## config.mk

```make
export PLATFORM = sky130hd
export DESIGN_NAME = euclid_gcd_flat
export DESIGN_NICKNAME = d
export VERILOG_FILES = /design/src/hw/rtl/egcd_pkg.sv /design/src/hw/rtl/egcd_if.sv /design/src/hw/rtl/egcd_front.sv /design/src/hw/rtl/egcd_queue.sv /design/src/hw/rtl/egcd_back.sv /design/src/hw/rtl/euclid_gcd.sv /design/src/flat_wrapper.sv
export SDC_FILE = /design/constraint.sdc
export NUM_CORES = 1
export LEC_CHECK = 0
export BUFFER_PORTS_ARGS = -buffer_cell sky130_fd_sc_hd__buf_2
export CORE_MARGIN = 2
export CORE_UTILIZATION = 47
export DETAILED_ROUTE_END_ITERATION = 10
export SLEW_MARGIN = 20
export SYNTH_ARGS = -nofsm -noshare
export SYNTH_HDL_FRONTEND = slang
export SYNTH_SLANG_ARGS = --single-unit
export TNS_END_PERCENT = 5
```

## constraint.sdc

```tcl
create_clock -name clk -period 5.8 [get_ports clk]
set_input_delay 0.29 -clock clk [delete_from_list [all_inputs] [get_ports clk]]
set_output_delay 0.29 -clock clk [all_outputs]
set_load 0.005 [all_outputs]
```

## src/hw/rtl/egcd_pkg.sv

```systemverilog
// ----------------------------------------------------------------------------
// egcd_pkg: shared constants and types of the gcd block
// Default operand width, queue depth and the status bundle that the
// operand queue hands to its neighbours.
// ----------------------------------------------------------------------------
`default_nettype none

package egcd_pkg;

  // Default operand width in bits.
  localparam int OPERAND_BITS_DEF = 31;

  // Entries in the queue between the front and the back end.
  localparam int QUEUE_DEPTH_DEF = 2;

  // Queue status as seen by the front end (full) and the back end (empty).
  typedef struct packed {
    logic full;
    logic empty;
  } q_status_t;

endpackage : egcd_pkg

`default_nettype wire

```

## src/hw/rtl/egcd_if.sv

```systemverilog
// ----------------------------------------------------------------------------
// egcd_if: valid/ready channels of the gcd block
// Operand channel and result channel, each with a source and a sink side.
// ----------------------------------------------------------------------------
`default_nettype none

interface egcd_in_if #(
  parameter int OPERAND_BITS = egcd_pkg::OPERAND_BITS_DEF
);
  logic                    valid;
  logic                    ready;
  logic [OPERAND_BITS-1:0] first_operand;
  logic [OPERAND_BITS-1:0] second_operand;

  modport source (output valid, output first_operand, output second_operand, input ready);
  modport sink   (input valid, input first_operand, input second_operand, output ready);
endinterface : egcd_in_if

interface egcd_out_if #(
  parameter int OPERAND_BITS = egcd_pkg::OPERAND_BITS_DEF
);
  logic                    valid;
  logic                    ready;
  logic [OPERAND_BITS-1:0] divisor_result;
  logic                    undefined_flag;

  modport source (output valid, output divisor_result, output undefined_flag, input ready);
  modport sink   (input valid, input divisor_result, input undefined_flag, output ready);
endinterface : egcd_out_if

`default_nettype wire

```

## src/hw/rtl/egcd_front.sv

```systemverilog
// ----------------------------------------------------------------------------
// egcd_front: operand intake and classification
// Takes operand transfers while the queue has room and marks pairs with a
// zero operand, whose gcd is undefined, so the back end can skip them.
// ----------------------------------------------------------------------------
`default_nettype none

module egcd_front #(
  parameter int OPERAND_BITS = egcd_pkg::OPERAND_BITS_DEF
) (
  egcd_in_if.sink                   in_ch,
  input  egcd_pkg::q_status_t       q_stat,
  output logic                      push,
  output logic [2*OPERAND_BITS:0]   push_data
);
  import egcd_pkg::*;

  logic undef;

  assign in_ch.ready = !q_stat.full;
  assign push        = in_ch.valid && !q_stat.full;
  assign undef       = (in_ch.first_operand == '0) || (in_ch.second_operand == '0);
  assign push_data   = {undef, in_ch.first_operand, in_ch.second_operand};

endmodule : egcd_front

`default_nettype wire

```

## src/hw/rtl/egcd_queue.sv

```systemverilog
// ----------------------------------------------------------------------------
// egcd_queue: short operand queue
// Small first-in first-out store that decouples intake from computation.
// ----------------------------------------------------------------------------
`default_nettype none

module egcd_queue #(
  parameter int DATA_BITS = 2 * egcd_pkg::OPERAND_BITS_DEF + 1,
  parameter int DEPTH     = egcd_pkg::QUEUE_DEPTH_DEF
) (
  input  logic                 clk,
  input  logic                 rst_n,
  input  logic                 push,
  input  logic [DATA_BITS-1:0] push_data,
  input  logic                 pop,
  output logic [DATA_BITS-1:0] pop_data,
  output egcd_pkg::q_status_t  q_stat
);
  import egcd_pkg::*;

  localparam int PTR_BITS = (DEPTH > 1) ? $clog2(DEPTH) : 1;
  localparam int CNT_BITS = $clog2(DEPTH + 1);
  localparam logic [PTR_BITS-1:0] LAST = PTR_BITS'(DEPTH - 1);

  logic [DATA_BITS-1:0] mem_r [DEPTH];
  logic [PTR_BITS-1:0]  wr_ptr_r, wr_ptr_nxt;
  logic [PTR_BITS-1:0]  rd_ptr_r, rd_ptr_nxt;
  logic [CNT_BITS-1:0]  count_r, count_nxt;

  assign q_stat.full  = (count_r == CNT_BITS'(DEPTH));
  assign q_stat.empty = (count_r == '0);
  assign pop_data     = mem_r[rd_ptr_r];

  always_comb begin
    wr_ptr_nxt = wr_ptr_r;
    rd_ptr_nxt = rd_ptr_r;
    count_nxt  = count_r;
    if (push) begin
      wr_ptr_nxt = (wr_ptr_r == LAST) ? '0 : wr_ptr_r + 1'b1;
    end
    if (pop) begin
      rd_ptr_nxt = (rd_ptr_r == LAST) ? '0 : rd_ptr_r + 1'b1;
    end
    if (push && !pop) begin
      count_nxt = count_r + 1'b1;
    end else if (pop && !push) begin
      count_nxt = count_r - 1'b1;
    end
  end

  always_ff @(posedge clk) begin
    if (!rst_n) begin
      wr_ptr_r <= '0;
      rd_ptr_r <= '0;
      count_r  <= '0;
    end else begin
      wr_ptr_r <= wr_ptr_nxt;
      rd_ptr_r <= rd_ptr_nxt;
      count_r  <= count_nxt;
    end
  end

  always_ff @(posedge clk) begin
    if (push) begin
      mem_r[wr_ptr_r] <= push_data;
    end
  end

  a_no_overflow: assert property (@(posedge clk) disable iff (!rst_n)
    push |-> (!q_stat.full || pop))
    else $error("queue written while full");

  a_no_underflow: assert property (@(posedge clk) disable iff (!rst_n)
    pop |-> !q_stat.empty)
    else $error("queue read while empty");

  a_count_bound: assert property (@(posedge clk) disable iff (!rst_n)
    count_r <= CNT_BITS'(DEPTH))
    else $error("queue count beyond depth");

endmodule : egcd_queue

`default_nettype wire

```

## src/hw/rtl/egcd_back.sv

```systemverilog
// ----------------------------------------------------------------------------
// egcd_back: iterative gcd engine
// Binary gcd: one halve or subtract-and-halve step a cycle, with the common
// factors of two counted and restored by a shift at the end.
// ----------------------------------------------------------------------------
`default_nettype none

module egcd_back #(
  parameter int OPERAND_BITS = egcd_pkg::OPERAND_BITS_DEF
) (
  input  logic                    clk,
  input  logic                    rst_n,
  input  egcd_pkg::q_status_t     q_stat,
  input  logic [2*OPERAND_BITS:0] pop_data,
  output logic                    pop,
  egcd_out_if.source              out_ch
);
  import egcd_pkg::*;

  localparam int W  = OPERAND_BITS;
  localparam int KW = $clog2(W + 1);

  typedef enum logic [1:0] {
    ST_IDLE,
    ST_RUN,
    ST_HOLD
  } state_t;

  state_t         state_r;
  logic [W-1:0]   a_r, a_nxt;
  logic [W-1:0]   b_r, b_nxt;
  logic [KW-1:0]  k_r, k_nxt;
  logic [W-1:0]   res_r;
  logic           undef_r;
  logic           done;
  logic [W-1:0]   diff;
  logic           q_undef;
  logic [W-1:0]   q_a;
  logic [W-1:0]   q_b;

  assign {q_undef, q_a, q_b} = pop_data;
  assign pop = (state_r == ST_IDLE) && !q_stat.empty;

  assign out_ch.valid          = (state_r == ST_HOLD);
  assign out_ch.divisor_result = res_r;
  assign out_ch.undefined_flag = undef_r;

  // One binary gcd step; both values stay non-zero throughout.
  always_comb begin
    a_nxt = a_r;
    b_nxt = b_r;
    k_nxt = k_r;
    done  = 1'b0;
    diff  = (a_r > b_r) ? (a_r - b_r) : (b_r - a_r);
    priority if (a_r == b_r) begin
      done = 1'b1;
    end else if (!a_r[0] && !b_r[0]) begin
      a_nxt = a_r >> 1;
      b_nxt = b_r >> 1;
      k_nxt = k_r + 1'b1;
    end else if (!a_r[0]) begin
      a_nxt = a_r >> 1;
    end else if (!b_r[0]) begin
      b_nxt = b_r >> 1;
    end else if (a_r > b_r) begin
      a_nxt = diff >> 1;
    end else begin
      b_nxt = diff >> 1;
    end
  end

  always_ff @(posedge clk) begin
    if (!rst_n) begin
      state_r <= ST_IDLE;
    end else begin
      unique case (state_r)
        ST_IDLE: begin
          if (!q_stat.empty) begin
            a_r <= q_a;
            b_r <= q_b;
            k_r <= '0;
            if (q_undef) begin
              res_r   <= '0;
              undef_r <= 1'b1;
              state_r <= ST_HOLD;
            end else begin
              state_r <= ST_RUN;
            end
          end
        end
        ST_RUN: begin
          a_r <= a_nxt;
          b_r <= b_nxt;
          k_r <= k_nxt;
          if (done) begin
            res_r   <= W'(a_r << k_r);
            undef_r <= 1'b0;
            state_r <= ST_HOLD;
          end
        end
        ST_HOLD: begin
          if (out_ch.ready) begin
            state_r <= ST_IDLE;
          end
        end
        default: begin
          state_r <= ST_IDLE;
        end
      endcase
    end
  end

  a_run_nonzero: assert property (@(posedge clk) disable iff (!rst_n)
    (state_r == ST_RUN) |-> (a_r != '0) && (b_r != '0))
    else $error("gcd engine running on a zero value");

  a_undef_zero: assert property (@(posedge clk) disable iff (!rst_n)
    (out_ch.valid && out_ch.undefined_flag) |-> (out_ch.divisor_result == '0))
    else $error("undefined result carries a non-zero gcd");

  a_def_nonzero: assert property (@(posedge clk) disable iff (!rst_n)
    (out_ch.valid && !out_ch.undefined_flag) |-> (out_ch.divisor_result != '0))
    else $error("defined result carries a zero gcd");

  a_shift_bound: assert property (@(posedge clk) disable iff (!rst_n)
    (state_r == ST_RUN) |-> (k_r < KW'(W)))
    else $error("factor-of-two count out of range");

endmodule : egcd_back

`default_nettype wire

```

## src/hw/rtl/euclid_gcd.sv

```systemverilog
// ----------------------------------------------------------------------------
// euclid_gcd: greatest common divisor of two unsigned operands
//
// Operands arrive on in_ch (valid/ready), one pair per transfer; each pair
// gives exactly one result transfer on out_ch, in order. When either
// operand is zero the result has undefined_flag set and a gcd of zero.
// The front end takes a pair whenever the two-entry operand queue has room,
// so up to two pairs can be taken while the engine is busy or its result
// waits. The back end computes the gcd by the binary method: one halving or
// subtract-and-halve step per cycle on the iteration registers, then a
// final shift that restores the common powers of two.
// A pair with a zero operand skips the iteration: the engine reads it from the
// queue and goes straight to the held result. Any other pair is stepped until
// the two values are equal, then shifted and handed over. The engine takes no
// new pair from the queue until the result of the last one has been taken.
// Reset (rst_n low, synchronous) empties the queue and idles the engine.
// A stalled receiver holds the result on out_ch; the engine waits and the
// queue fills, after which in_ch.ready drops.
// ----------------------------------------------------------------------------
`default_nettype none

module euclid_gcd #(
  parameter int OPERAND_BITS = egcd_pkg::OPERAND_BITS_DEF
) (
  input  logic       clk,
  input  logic       rst_n,
  egcd_in_if.sink    in_ch,
  egcd_out_if.source out_ch
);
  import egcd_pkg::*;

  localparam int ENTRY_BITS = 2 * OPERAND_BITS + 1;

  // Queue entry: undefined mark, first operand, second operand.
  logic                  push;
  logic [ENTRY_BITS-1:0] push_data;
  logic                  pop;
  logic [ENTRY_BITS-1:0] pop_data;
  q_status_t             q_stat;

  egcd_front #(
    .OPERAND_BITS(OPERAND_BITS)
  ) u_front (
    .in_ch    (in_ch),
    .q_stat   (q_stat),
    .push     (push),
    .push_data(push_data)
  );

  egcd_queue #(
    .DATA_BITS(ENTRY_BITS),
    .DEPTH    (QUEUE_DEPTH_DEF)
  ) u_queue (
    .clk      (clk),
    .rst_n    (rst_n),
    .push     (push),
    .push_data(push_data),
    .pop      (pop),
    .pop_data (pop_data),
    .q_stat   (q_stat)
  );

  egcd_back #(
    .OPERAND_BITS(OPERAND_BITS)
  ) u_back (
    .clk     (clk),
    .rst_n   (rst_n),
    .q_stat  (q_stat),
    .pop_data(pop_data),
    .pop     (pop),
    .out_ch  (out_ch)
  );

endmodule : euclid_gcd

`default_nettype wire
```

## src/flat_wrapper.sv

```systemverilog
// flat-port wrapper written by rule: the top's interface ports become plain ports
module euclid_gcd_flat import egcd_pkg::*;
#(
  parameter int OPERAND_BITS = egcd_pkg::OPERAND_BITS_DEF
)
  (clk, rst_n, in_ch_valid, in_ch_first_operand, in_ch_second_operand, in_ch_ready, out_ch_valid, out_ch_divisor_result, out_ch_undefined_flag, out_ch_ready);
  egcd_in_if #(.OPERAND_BITS(OPERAND_BITS)) in_ch_i ();
  egcd_out_if #(.OPERAND_BITS(OPERAND_BITS)) out_ch_i ();
  input  logic clk;
  input  logic rst_n;
  input wire logic [$bits(in_ch_i.valid)-1:0] in_ch_valid;
  input wire logic [$bits(in_ch_i.first_operand)-1:0] in_ch_first_operand;
  input wire logic [$bits(in_ch_i.second_operand)-1:0] in_ch_second_operand;
  output wire logic [$bits(in_ch_i.ready)-1:0] in_ch_ready;
  output wire logic [$bits(out_ch_i.valid)-1:0] out_ch_valid;
  output wire logic [$bits(out_ch_i.divisor_result)-1:0] out_ch_divisor_result;
  output wire logic [$bits(out_ch_i.undefined_flag)-1:0] out_ch_undefined_flag;
  input wire logic [$bits(out_ch_i.ready)-1:0] out_ch_ready;
  assign in_ch_i.valid = in_ch_valid;
  assign in_ch_i.first_operand = in_ch_first_operand;
  assign in_ch_i.second_operand = in_ch_second_operand;
  assign in_ch_ready = in_ch_i.ready;
  assign out_ch_valid = out_ch_i.valid;
  assign out_ch_divisor_result = out_ch_i.divisor_result;
  assign out_ch_undefined_flag = out_ch_i.undefined_flag;
  assign out_ch_i.ready = out_ch_ready;
  euclid_gcd #(.OPERAND_BITS(OPERAND_BITS)) u_core (.clk(clk), .rst_n(rst_n), .in_ch(in_ch_i), .out_ch(out_ch_i));
endmodule
```

==> results.toml, run 1 <==
[clock_network]
worst_skew_pair.late_latency_ps = 560
post_cts_resize_count = 0
cts-htree-levels = 1
cts.root.buffer_cell = "sky130_fd_sc_hd__clkbuf_16"
ctsHoldBuffers = 62
cts_tree = "done"
cts.reportedPaths.clkPinSlew_ps = 70
cts_buffer_count = 26
clkSinkCount = 232
cts_buffer_depth = 3
post_cts.repair.setup_buffers = 0

[placed_design]
pre_cts_ws_ps = 2000
hpwlAfterDp_um = 27900
io_buffer_count = 99
globalplace.congestion = 0.915

[sta]
max_freq_ghz = 0.260
final.min_clock_period_ps = 3850
final.period_utilization = 0.664
finalClockSkew_ps = 14.3
grt_setup_unrepaired = "no"
transition_at_the_pin_with_the_smallest_max_transition_slack_ps = 1050
totalNegativeSetupSlack_ps = 0
worst_slack_ps = 1950
slew-limit-headroom = 0.297
hold_viol_final = 0
final-max-slew-violation-count = 0
setup_violations = 0

[power]
fin_total_pwr_mw = 9.36
power.leakage_nw = 6.24
powerDensity_nw_per_um2 = 569
max-vdd-ir-drop_mv = 0.353

[worst_setup_path]
ff2ff_path_depth = 13
setup.worst_path.end_class = "flip-flop"
timing.setup.critical_path_class = "flip-flop to flip-flop"
crit_path_end = "u_core.u_back.a_r[29]$_DFFE_PP_"
regToRegStartpoint = "u_core.u_back.a_r[0]$_DFFE_PP_"
cp_data_arrival_time_ps = 4150
crit_path_start_kind = "flip-flop"
cp_max_fo = 7
worst-r2r-setup-slack_ps = 1950
endpoint_of_the_worst_slack_reg_to_reg_timing_path = "u_core.u_back.a_r[29]$_DFFE_PP_"
crit_start = "u_core.u_back.a_r[0]$_DFFE_PP_"
cp.required_ps = 6090

[layout]
finish.utilization = 0.555
final.fill_count = 2586
synthToLayoutAreaGrowth_pct = 16.1
layout.nets = 1528
multiInputGateArea_um2 = 6600
antennaDiodeCount = 0
layout.area.seq_um2 = 6900
layout-drive-gt1-share = 0.166

[routing]
post_drt_via_cell_ratio = 5.82
routedWlPerCell_um = 21.4
remaining_drc_errors = 0
detail-route-antenna-nets = 0
routed_wl_um = 38700
via_count_of_the_routed_design = 10502
detail_route.first_pass.iterations = 5
drt-initial-drc-count = 805

[yosys]
synth-async-reset-ratio = 0
synth.top_cell.area_share = 0.477
sequential_share_of_the_synthesized_area = 0.487
synth_nets = 1404
synth_common_cells = "225 x sky130_fd_sc_hd__edfxtp_1, 118 x sky130_fd_sc_hd__a21oi_1, 92 x sky130_fd_sc_hd__nand2_1"
post_synth_instance_area_um2 = 14200
synth_edf_count = 225
synthesis.area_per_instance_um2 = 11.1
synth_cells = 1271
synth.lib_cells_used.distinct = 73
synth-seq-cells = 232
ys.flop_type = "sky130_fd_sc_hd__edfxtp_1"
netlist.top_cell.by_area = "sky130_fd_sc_hd__edfxtp_1"
synth.top_cells.by_area = "sky130_fd_sc_hd__edfxtp_1 48%, sky130_fd_sc_hd__mux2i_1 5.8%, sky130_fd_sc_hd__ha_1 5.7%"
synth_warn = 0
post-synth-top-count-cell = "sky130_fd_sc_hd__edfxtp_1"

[floorplan]
die-height_um = 178
floorplan.die_area_um2 = 31600
io_pins = 100
starting_density = 0.478
design.core.area_um2 = 29600
std_cell_rows = 63
die-width_um = 178

[grt]
grt_use_total = 0.248
globalRoute.totalOverflow = 0
number_of_global_route_vias_before_repair = 10195
grt_pass1_wl_um = 59300
antenna_violations_before_repair = 0
grt_start_max_net_pins = 82

[run_status]
outcome = "complete, no violations"

[worst_hold_path]
holdCritPathClass = "primary input to flip-flop"
hold_path_depth = 4

[job]
cap_viol_max_count = 0
through the flow:
| step | hold slack (ps) | instances | area, µm² |
|---|---|---|---|
| floorplan | 389 | 1271 | 14200 |
| global placement | 492 | 1695 | 14900 |
| detailed placement | 495 | 1695 | 14900 |
| CTS | 22.9 | 1805 | 16500 |
| global route | 44.9 | 1805 | 16500 |
| finish | 42.5 | 1805 | 16500 |
metal layers:
metal / part of all wire / global-route usage / up-vias
met5: 0 / 0 / -
met4: 0.035 / 0.0840 / 0
met3: 0.074 / 0.0424 / 70
met2: 0.43 / 0.376 / 400
met1: 0.46 / 0.358 / 5036
li1: - / - / 4996
registers in the layout, indices dropped and copies added (netlist names), named ones only:
| signal | count |
|---|---|
| u_core.u_back.state_r | 2 |
| u_core.u_back.out_ch.undefined_flag | 1 |
| u_core.u_queue.wr_ptr_r | 1 |
| u_core.u_back.b_r | 31 |
| u_core.u_back.a_r | 31 |
| u_core.u_back.k_r | 5 |
| u_core.u_queue.rd_ptr_r | 1 |
| u_core.u_back.out_ch.divisor_result | 31 |
| u_core.u_queue.mem_r | 126 |
| u_core.u_queue.count_r | 2 |
layout make-up:
type | count | area share
timing repair buffer | 175 | 0.0742
inverter | 86 | 0.0196
multi-input combinational | 874 | 0.401
tap | 390 | 0.0297
sequential | 232 | 0.419
clock buffer | 31 | 0.0407
clock inverter | 17 | 0.0153
cells in the final DEF (no fill, tap or decap), types with 26 or more instances in the layout:
master and instances:
sky130_fd_sc_hd__edfxtp_1 225, sky130_fd_sc_hd__buf_2 99, sky130_fd_sc_hd__inv_1 85, sky130_fd_sc_hd__nor2_1 79, sky130_fd_sc_hd__xnor2_1 41, sky130_fd_sc_hd__nand2_1 92
sky130_fd_sc_hd__clkbuf_16 26, sky130_fd_sc_hd__dlygate4sd3_1 62, sky130_fd_sc_hd__a21oi_1 117, sky130_fd_sc_hd__o21ai_0 46, sky130_fd_sc_hd__ha_1 65, sky130_fd_sc_hd__mux2i_1 82
worst min-delay path by stage:
stage                        startpoint                                    end  slack (ps)
2_1_floorplan   in_ch_second_operand[0]   u_core.u_queue.mem_r[0][0]$_DFFE_PP_         390
6_report                   out_ch_ready  u_core.u_back.state_r[1]$_SDFFE_PN0P_          40
4_1_cts                    out_ch_ready  u_core.u_back.state_r[1]$_SDFFE_PN0P_          20
5_1_grt                           rst_n   u_core.u_queue.wr_ptr_r$_SDFFE_PN0P_          40
3_3_place_gp    in_ch_second_operand[0]   u_core.u_queue.mem_r[0][0]$_DFFE_PP_         490
3_5_place_dp   in_ch_second_operand[11]  u_core.u_queue.mem_r[0][11]$_DFFE_PP_         500
where the power goes:
group / switching [mW] / leakage [nW] / internal, mW / total [mW]
Clock: 0.706 / 0.445 / 1.06 / 1.76
Combinational: 3.04 / 3.64 / 1.84 / 4.88
Sequential: 0.348 / 2.16 / 2.38 / 2.72
Total: 4.09 / 6.24 / 5.27 / 9.36
cells by family after synthesis:
| family | synth area share |
|---|---|
| adders and majority gates | 0.0602 |
| AOI/OAI and AO/OA | 0.162 |
| and+or+nand+nor | 0.103 |
| DFF | 0.487 |
| buffers and inverters | 0.0500 |
| xor gates and xnor gates | 0.0396 |
| muxes | 0.0985 |
critical path: stages, from the launching register on:
cell and delay, ps:
sky130_fd_sc_hd__edfxtp_1 570, sky130_fd_sc_hd__inv_1 280, sky130_fd_sc_hd__ha_1 270, sky130_fd_sc_hd__inv_1 70, sky130_fd_sc_hd__fa_1 430, sky130_fd_sc_hd__a21o_1 210
sky130_fd_sc_hd__nand3_1 140, sky130_fd_sc_hd__a32oi_1 150, sky130_fd_sc_hd__a22oi_1 300, sky130_fd_sc_hd__a21oi_1 220, sky130_fd_sc_hd__a31o_2 360, sky130_fd_sc_hd__a221oi_1 320
sky130_fd_sc_hd__xor2_1 180, sky130_fd_sc_hd__o21ai_1 70
Power figures use the tool's default switching activity.
==> inputs of run 2 (changes only) <==
--- a/config.mk
+++ b/config.mk
@@ -5,6 +5,7 @@
 export SDC_FILE = /design/constraint.sdc
 export NUM_CORES = 1
 export LEC_CHECK = 0
+export ABC_AREA = 1
 export BUFFER_PORTS_ARGS = -buffer_cell sky130_fd_sc_hd__buf_2
 export CORE_MARGIN = 2
 export CORE_UTILIZATION = 47
==> constraint.sdc (replaced) <==
create_clock -name clk -period 3.7 [get_ports clk]
set_input_delay 0.185 -clock clk [delete_from_list [all_inputs] [get_ports clk]]
set_output_delay 0.185 -clock clk [all_outputs]
set_load 0.005 [all_outputs]
==> run 2 against run 1 <==
Against the previous run:
- routed wire length rose by 27%
- largest cell class is now multi-input combinational cells
- sequential cell count unchanged
- sequential share of layout area is 2.9 points lower
- clock power rose by 47%
- combinational power is 140% higher
- cell area rose by 7.4%
- critical path depth is 1 lower
- via count is 29% higher
- die area increased by 7.6%
- final cell count is 43% higher
- clock-buffer cell count grew 2
==> results.toml, run 2 <==
[yosys]
synth_common_cells = "693 x sky130_fd_sc_hd__nand2_1, 262 x sky130_fd_sc_hd__inv_1, 225 x sky130_fd_sc_hd__edfxtp_1"
synth.top_cell.area_share = 0.443
synth_warn = 0
netlist.top_cell.by_area = "sky130_fd_sc_hd__edfxtp_1"
synth.top_cells.by_area = "sky130_fd_sc_hd__edfxtp_1 44%, sky130_fd_sc_hd__nand2_1 17%, sky130_fd_sc_hd__inv_1 6.4%"
synth_edf_count = 225
synth-seq-cells = 232
synthesis.area_per_instance_um2 = 7.69
ys.flop_type = "sky130_fd_sc_hd__edfxtp_1"
synth.lib_cells_used.distinct = 42
synth_nets = 2118
synth_cells = 1985
synth-async-reset-ratio = 0
post-synth-top-count-cell = "sky130_fd_sc_hd__nand2_1"
post_synth_instance_area_um2 = 15300
sequential_share_of_the_synthesized_area = 0.452

[floorplan]
die-width_um = 184
floorplan.die_area_um2 = 33900
std_cell_rows = 65
die-height_um = 184
io_pins = 100
design.core.area_um2 = 31800
starting_density = 0.480

[worst_setup_path]
setup.worst_path.end_class = "flip-flop"
worst-r2r-setup-slack_ps = 210
cp_data_arrival_time_ps = 3740
crit_path_start_kind = "flip-flop"
cp.depth = 12
worstPathCellList = "inv_1 -> ha_1 -> nand2_1 -> nor2_2 -> nand4_1 -> nor3_2 -> nand2_2 -> o21ai_1 -> nor2_1 -> o21ai_1 -> inv_1 -> buf_4"
crit_path_top_delay_cell = "sky130_fd_sc_hd__o21ai_1"
regToRegStartpoint = "u_core.u_back.a_r[4]$_DFFE_PP_"
cp_max_fo = 30
timing.critical_path.max_delay_family = "simple AND/OR/NAND/NOR gates"
endpoint_of_the_worst_slack_reg_to_reg_timing_path = "u_core.u_back.b_r[6]$_DFFE_PP_"
cp.required_ps = 3950
timing.setup.critical_path_class = "flip-flop to flip-flop"
cp_slowest_stage_delay_ps = 470
ff2ff_path_depth = 12
critPathBufInv = 3

[layout]
layout.nets = 2255
finish.utilization = 0.556
largest_reg_flops = 126
most_frequent_cells_in_the_layout = "693 x sky130_fd_sc_hd__nand2_1, 261 x sky130_fd_sc_hd__inv_1, 225 x sky130_fd_sc_hd__edfxtp_1"
synthToLayoutAreaGrowth_pct = 15.8
max_flop_register = "u_core.u_queue.mem_r"
antennaDiodeCount = 0
layout.cells.most_common = "sky130_fd_sc_hd__nand2_1"
final.fill_count = 3069
layout-drive-gt1-share = 0.111

[clock_network]
cts_tree = "done"
cts.root.buffer_cell = "sky130_fd_sc_hd__clkbuf_16"
worst_skew_pair.late_latency_ps = 560
cts_buffer_count = 26
cts.reportedPaths.clkPinSlew_ps = 60
clkSinkCount = 232
post_cts.repair.setup_buffers = 0
cts_buffer_depth = 3
cts-htree-levels = 1

[sta]
finalClockSkew_ps = 30.8
grt_setup_unrepaired = "no"
fin_hold_ws_ps = 170
transition_at_the_pin_with_the_smallest_max_transition_slack_ps = 1050
max_freq_ghz = 0.286
final.min_clock_period_ps = 3490
final-max-slew-violation-count = 0
slew-limit-headroom = 0.292
setup_violations = 0
hold_viol_final = 0
final.period_utilization = 0.944

[power]
share_clk_of_total_power = 0.139
internal_power_mw = 8.76
p_switching_mw = 9.81
power.leakage_nw = 8.20
combinationalPowerShare = 0.628
power.share.sequential = 0.233
max-vdd-ir-drop_mv = 0.452
switching_share = 0.528
powerDensity_nw_per_um2 = 1050

[grt]
number_of_global_route_vias_before_repair = 13091
grt_pass1_wl_um = 74000
grt_start_max_net_pins = 73
globalRoute.totalOverflow = 0
grt_use_total = 0.292
antenna_violations_before_repair = 1

[routing]
remaining_drc_errors = 0
routedWlPerCell_um = 19.0
post_drt_via_cell_ratio = 5.25
detail-route-antenna-nets = 0
via_count_of_the_routed_design = 13516
detail_route.first_pass.iterations = 5
drt-initial-drc-count = 1094
routed_wl_um = 49000

[worst_hold_path]
hold_path_end = "u_core.u_queue.wr_ptr_r$_SDFFE_PN0P_"
holdCritPathClass = "primary input to flip-flop"
hold_path_depth = 5
hold_path_startpoint = "in_ch_valid"

[run_status]
outcome = "complete, no violations"

[job]
cap_viol_max_count = 0

[placed_design]
globalplace.congestion = 1.02
hpwlAfterDp_um = 36800
io_buffer_count = 99
==> run 2: cell families (layout without fill, tap and decap cells) <==
kind of cell             Yosys count  count (layout)  synth area share
adder cells (fa/ha/maj)           67              67            0.0559
XOR/XNOR                          36              36            0.0207
flip-flops                       232             232             0.452
AO/OA/AOI/OAI                    337             337             0.120
buffers and inverters            350             506            0.0906
AND/OR/NAND/NOR                  955             955             0.256
multiplexers                       8               8           0.00525
==> run 2: repair_timing <==
| item | CTS | global route |
|---|---|---|
| endpoints found under the hold margin | 128 | 0 |
| hold buffers | 64 | 0 |
| resized for setup | 0 | 0 |
==> run 2: worst max-delay path by stage <==
stage | from | end
2_1_floorplan | u_core.u_queue.count_r[0]$_SDFFE_PN0P_ | u_core.u_queue.mem_r[1][0]$_DFFE_PP_
6_report | u_core.u_back.a_r[4]$_DFFE_PP_ | u_core.u_back.b_r[6]$_DFFE_PP_
3_3_place_gp | u_core.u_back.a_r[7]$_DFFE_PP_ | u_core.u_back.b_r[14]$_DFFE_PP_
3_5_place_dp | u_core.u_back.a_r[4]$_DFFE_PP_ | u_core.u_back.b_r[14]$_DFFE_PP_
4_1_cts | u_core.u_back.a_r[4]$_DFFE_PP_ | u_core.u_back.b_r[20]$_DFFE_PP_
5_1_grt | u_core.u_back.a_r[4]$_DFFE_PP_ | u_core.u_back.b_r[18]$_DFFE_PP_
==> run 2: power groups by stage <==
stage,logic [mW],registers (mW),clock network [mW]
2_1_floorplan,7.92,4.25,0
3_3_place_gp,11.5,4.35,0
3_5_place_dp,11.3,4.40,0
4_1_cts,11.5,4.35,2.62
5_1_grt,12.9,4.41,2.71
6_report,11.7,4.33,2.58
==> run 2: stage by stage <==
stage	TNS [ps]	cells	setup WS [ps]	total power, mW	area [µm²]
2_1_floorplan	-1970	1985	-31.3	12.2	15300
3_3_place_gp	0	2464	264	15.8	16200
3_5_place_dp	0	2464	270	15.7	16200
4_1_cts	0	2575	245	18.4	17700
5_1_grt	0	2576	34.7	20.0	17700
6_report	0	2576	208	18.6	17700
==> run 2: layer usage <==
metal / track usage / routed length (µm) / share of wire
met5: 0 / 11 / 0.00022
met4: 0.106 / 1720 / 0.035
met3: 0.0508 / 3720 / 0.076
met2: 0.468 / 21900 / 0.45
met1: 0.398 / 21600 / 0.44
==> run 2: final cells by class <==
| cell class | instances | area (µm²) | share of cell area |
|---|---|---|---|
| clock buffer | 33 | 677 | 0.0383 |
| clock inverter | 14 | 166 | 0.00942 |
| inverter | 272 | 1020 | 0.0578 |
| tap | 435 | 544 | 0.0308 |
| timing repair buffer | 187 | 1350 | 0.0763 |
| multi-input combinational | 1403 | 7010 | 0.397 |
| sequential | 232 | 6900 | 0.390 |
==> run 2: worst reg2reg max path, cell delays in order, from the launching register on <==
cell and delay, ps:
sky130_fd_sc_hd__edfxtp_1 430, sky130_fd_sc_hd__inv_1 80, sky130_fd_sc_hd__ha_1 420, sky130_fd_sc_hd__nand2_1 160, sky130_fd_sc_hd__nor2_2 300, sky130_fd_sc_hd__nand4_1 290
sky130_fd_sc_hd__nor3_2 200, sky130_fd_sc_hd__nand2_2 190, sky130_fd_sc_hd__o21ai_1 480, sky130_fd_sc_hd__nor2_1 150, sky130_fd_sc_hd__o21ai_1 110, sky130_fd_sc_hd__inv_1 50
sky130_fd_sc_hd__buf_4 280
==> inputs of run 3 (changes only) <==
--- a/config.mk
+++ b/config.mk
@@ -5,7 +5,7 @@
 export SDC_FILE = /design/constraint.sdc
 export NUM_CORES = 1
 export LEC_CHECK = 0
-export ABC_AREA = 1
+export ABC_AREA = 0
 export BUFFER_PORTS_ARGS = -buffer_cell sky130_fd_sc_hd__buf_2
 export CORE_MARGIN = 2
 export CORE_UTILIZATION = 47
==> run 3 against run 2 <==
Against the previous run:
- sequential cell count did not move
- global-route usage fell by 3.9 points
- non-clock buffer count up 43
- core utilization is 1.5 points higher
- clock power grew 3%
- cell area shrank 4.3%
- clock skew decreased by 18 ps
- via count is 21% lower
- total power is 19% lower
- fmax grew 1.0%
- highest routed layer is now met4
==> results.toml, run 3 (synthesis results as in run 1) <==
[clock_network]
cts_buffer_depth = 3
cts-htree-levels = 1
worst_skew_pair.late_latency_ps = 540
cts.root.buffer_cell = "sky130_fd_sc_hd__clkbuf_16"
cts_tree = "done"
cts.reportedPaths.clkPinSlew_ps = 60
cts_buffer_count = 27
clkSinkCount = 232

[layout]
layout-drive-gt1-share = 0.195
max_flop_register = "u_core.u_queue.mem_r"
layout.nets = 1584
layout.cells.most_common = "sky130_fd_sc_hd__edfxtp_1"
antennaDiodeCount = 0
largest_reg_flops = 126
synthToLayoutAreaGrowth_pct = 19.4
most_frequent_cells_in_the_layout = "225 x sky130_fd_sc_hd__edfxtp_1, 117 x sky130_fd_sc_hd__a21oi_1, 99 x sky130_fd_sc_hd__buf_2"

[power]
p_switching_mw = 6.51
max-vdd-ir-drop_mv = 0.522
power.share.sequential = 0.281
combinationalPowerShare = 0.543
internal_power_mw = 8.52
powerDensity_nw_per_um2 = 889
share_clk_of_total_power = 0.176
power.leakage_nw = 6.52
switching_share = 0.433

[sta]
transition_at_the_pin_with_the_smallest_max_transition_slack_ps = 1070
setup_violations = 0
hold_viol_final = 0
final.period_utilization = 0.934
final-max-slew-violation-count = 0
grt_setup_unrepaired = "no"
final.min_clock_period_ps = 3460
fin_hold_ws_ps = 169
worst_slack_ps = 243
finalClockSkew_ps = 12.9
totalNegativeSetupSlack_ps = 0
slew-limit-headroom = 0.287
max_freq_ghz = 0.289

[worst_setup_path]
setup.worst_path.end_class = "flip-flop"
crit_path_start_kind = "flip-flop"
cp_max_fo = 19
cp_data_arrival_time_ps = 3700
crit_path_top_delay_cell = "sky130_fd_sc_hd__edfxtp_1"
worstPathCellList = "inv_1 -> ha_1 -> buf_4 -> nand2_4 -> a211oi_2 -> o21ai_2 -> a41oi_2 -> a31oi_4 -> nor2_4 -> o21bai_1 -> a21oi_2 -> buf_12"
cp_slowest_stage_delay_ps = 490
timing.setup.critical_path_class = "flip-flop to flip-flop"
cp.required_ps = 3940
ff2ff_path_depth = 12

[worst_hold_path]
holdCritPathClass = "primary input to flip-flop"
hold_path_depth = 4

[routing]
post_drt_via_cell_ratio = 5.76
routedWlPerCell_um = 21.2
detail_route.first_pass.iterations = 5
via_count_of_the_routed_design = 10722
routed_wl_um = 39500
drt-initial-drc-count = 840
remaining_drc_errors = 0
detail-route-antenna-nets = 0

[grt]
antenna_violations_before_repair = 0
globalRoute.totalOverflow = 0
grt_pass1_wl_um = 60700
grt_start_max_net_pins = 48
number_of_global_route_vias_before_repair = 10441
grt_use_total = 0.253

[floorplan]
die-height_um = 178
die-width_um = 178
floorplan.die_area_um2 = 31600
io_pins = 100
std_cell_rows = 63
starting_density = 0.478
design.core.area_um2 = 29600

[placed_design]
hpwlAfterDp_um = 29600
globalplace.congestion = 0.919
io_buffer_count = 99
pre_cts_ws_ps = 193

[run_status]
outcome = "complete, no violations"

[job]
cap_viol_max_count = 0
-- run 3: cell count changes in the layout (fill, tap and decap cells not counted), sizes merged, moves of 23 or more --
cell and delta:
nor2 -35, a211oi +23, buf +43, nand2 -627, nand3 -61, inv -180, xnor2 +40, mux2i +74
o21ai -59, mux4 +23, a21oi -70
-- run 3: path summary, 6_finish.rpt --
kind	startpoint	endpoint	slack, ps
worst max-delay path	u_core.u_back.a_r[3]$_DFFE_PP_	u_core.u_back.a_r[7]$_DFFE_PP_	240
worst min-delay path	in_ch_valid	u_core.u_queue.wr_ptr_r$_SDFFE_PN0P_	170
worst max register to register	u_core.u_back.a_r[3]$_DFFE_PP_	u_core.u_back.a_r[7]$_DFFE_PP_	240
worst min register to register	u_core.u_queue.count_r[1]$_SDFFE_PN0P_	u_core.u_queue.count_r[1]$_SDFFE_PN0P_	540
-- run 3: worst max-delay path, delay by kind of cell (launching register included) --
family	cells	cell delay (ps)
AO/OA/AOI/OAI	6	1360
flip-flops	1	490
buffers and inverters	3	490
AND/OR/NAND/NOR	2	490
adder cells (fa/ha/maj)	1	310
-- run 3: layout make-up --
type | instances | area (µm²)
Clock buffer | 31 | 691
Fill cell | 2605 | 12700
Tap cell | 390 | 488
Sequential cell | 232 | 6900
Clock inverter | 18 | 185
Timing Repair Buffer | 230 | 1730
Multi-Input combinational cell | 874 | 6600
Inverter | 86 | 323
-- run 3: stage by stage --
stage	total power [mW]	utilization	instances	cell area, µm²
6_report	15.0	0.571	1861	16900
5_1_grt	16.0	0.571	1861	16900
4_1_cts	14.9	0.571	1861	16900
3_5_place_dp	12.2	0.519	1748	15400
3_3_place_gp	12.3	0.519	1748	15400
2_1_floorplan	9.79	-	1271	14200
-- run 3: timing repair --
action | 4_1_cts | 5_1_grt
endpoints found under the hold margin | 131 | 0
gates resized for setup | 0 | 2
endpoints found under the setup margin | 0 | 1
buffers inserted | 0 | 0
hold buffers | 64 | 0
-- run 3: power by group through the flow --
| stage | logic [mW] | registers [mW] | clock network (mW) |
|---|---|---|---|
| after floorplan | 5.70 | 4.09 | 0 |
| after global placement | 8.05 | 4.25 | 0 |
| after detailed placement | 7.95 | 4.27 | 0 |
| after CTS | 8.05 | 4.22 | 2.68 |
| after global routing | 8.87 | 4.30 | 2.79 |
| final | 8.16 | 4.23 | 2.65 |
-- run 3: per-layer routing --
layer  routed length, µm  track usage
met5                   0            0
met4                1160       0.0762
met3                3460       0.0623
met2               16900        0.379
met1               18000        0.363
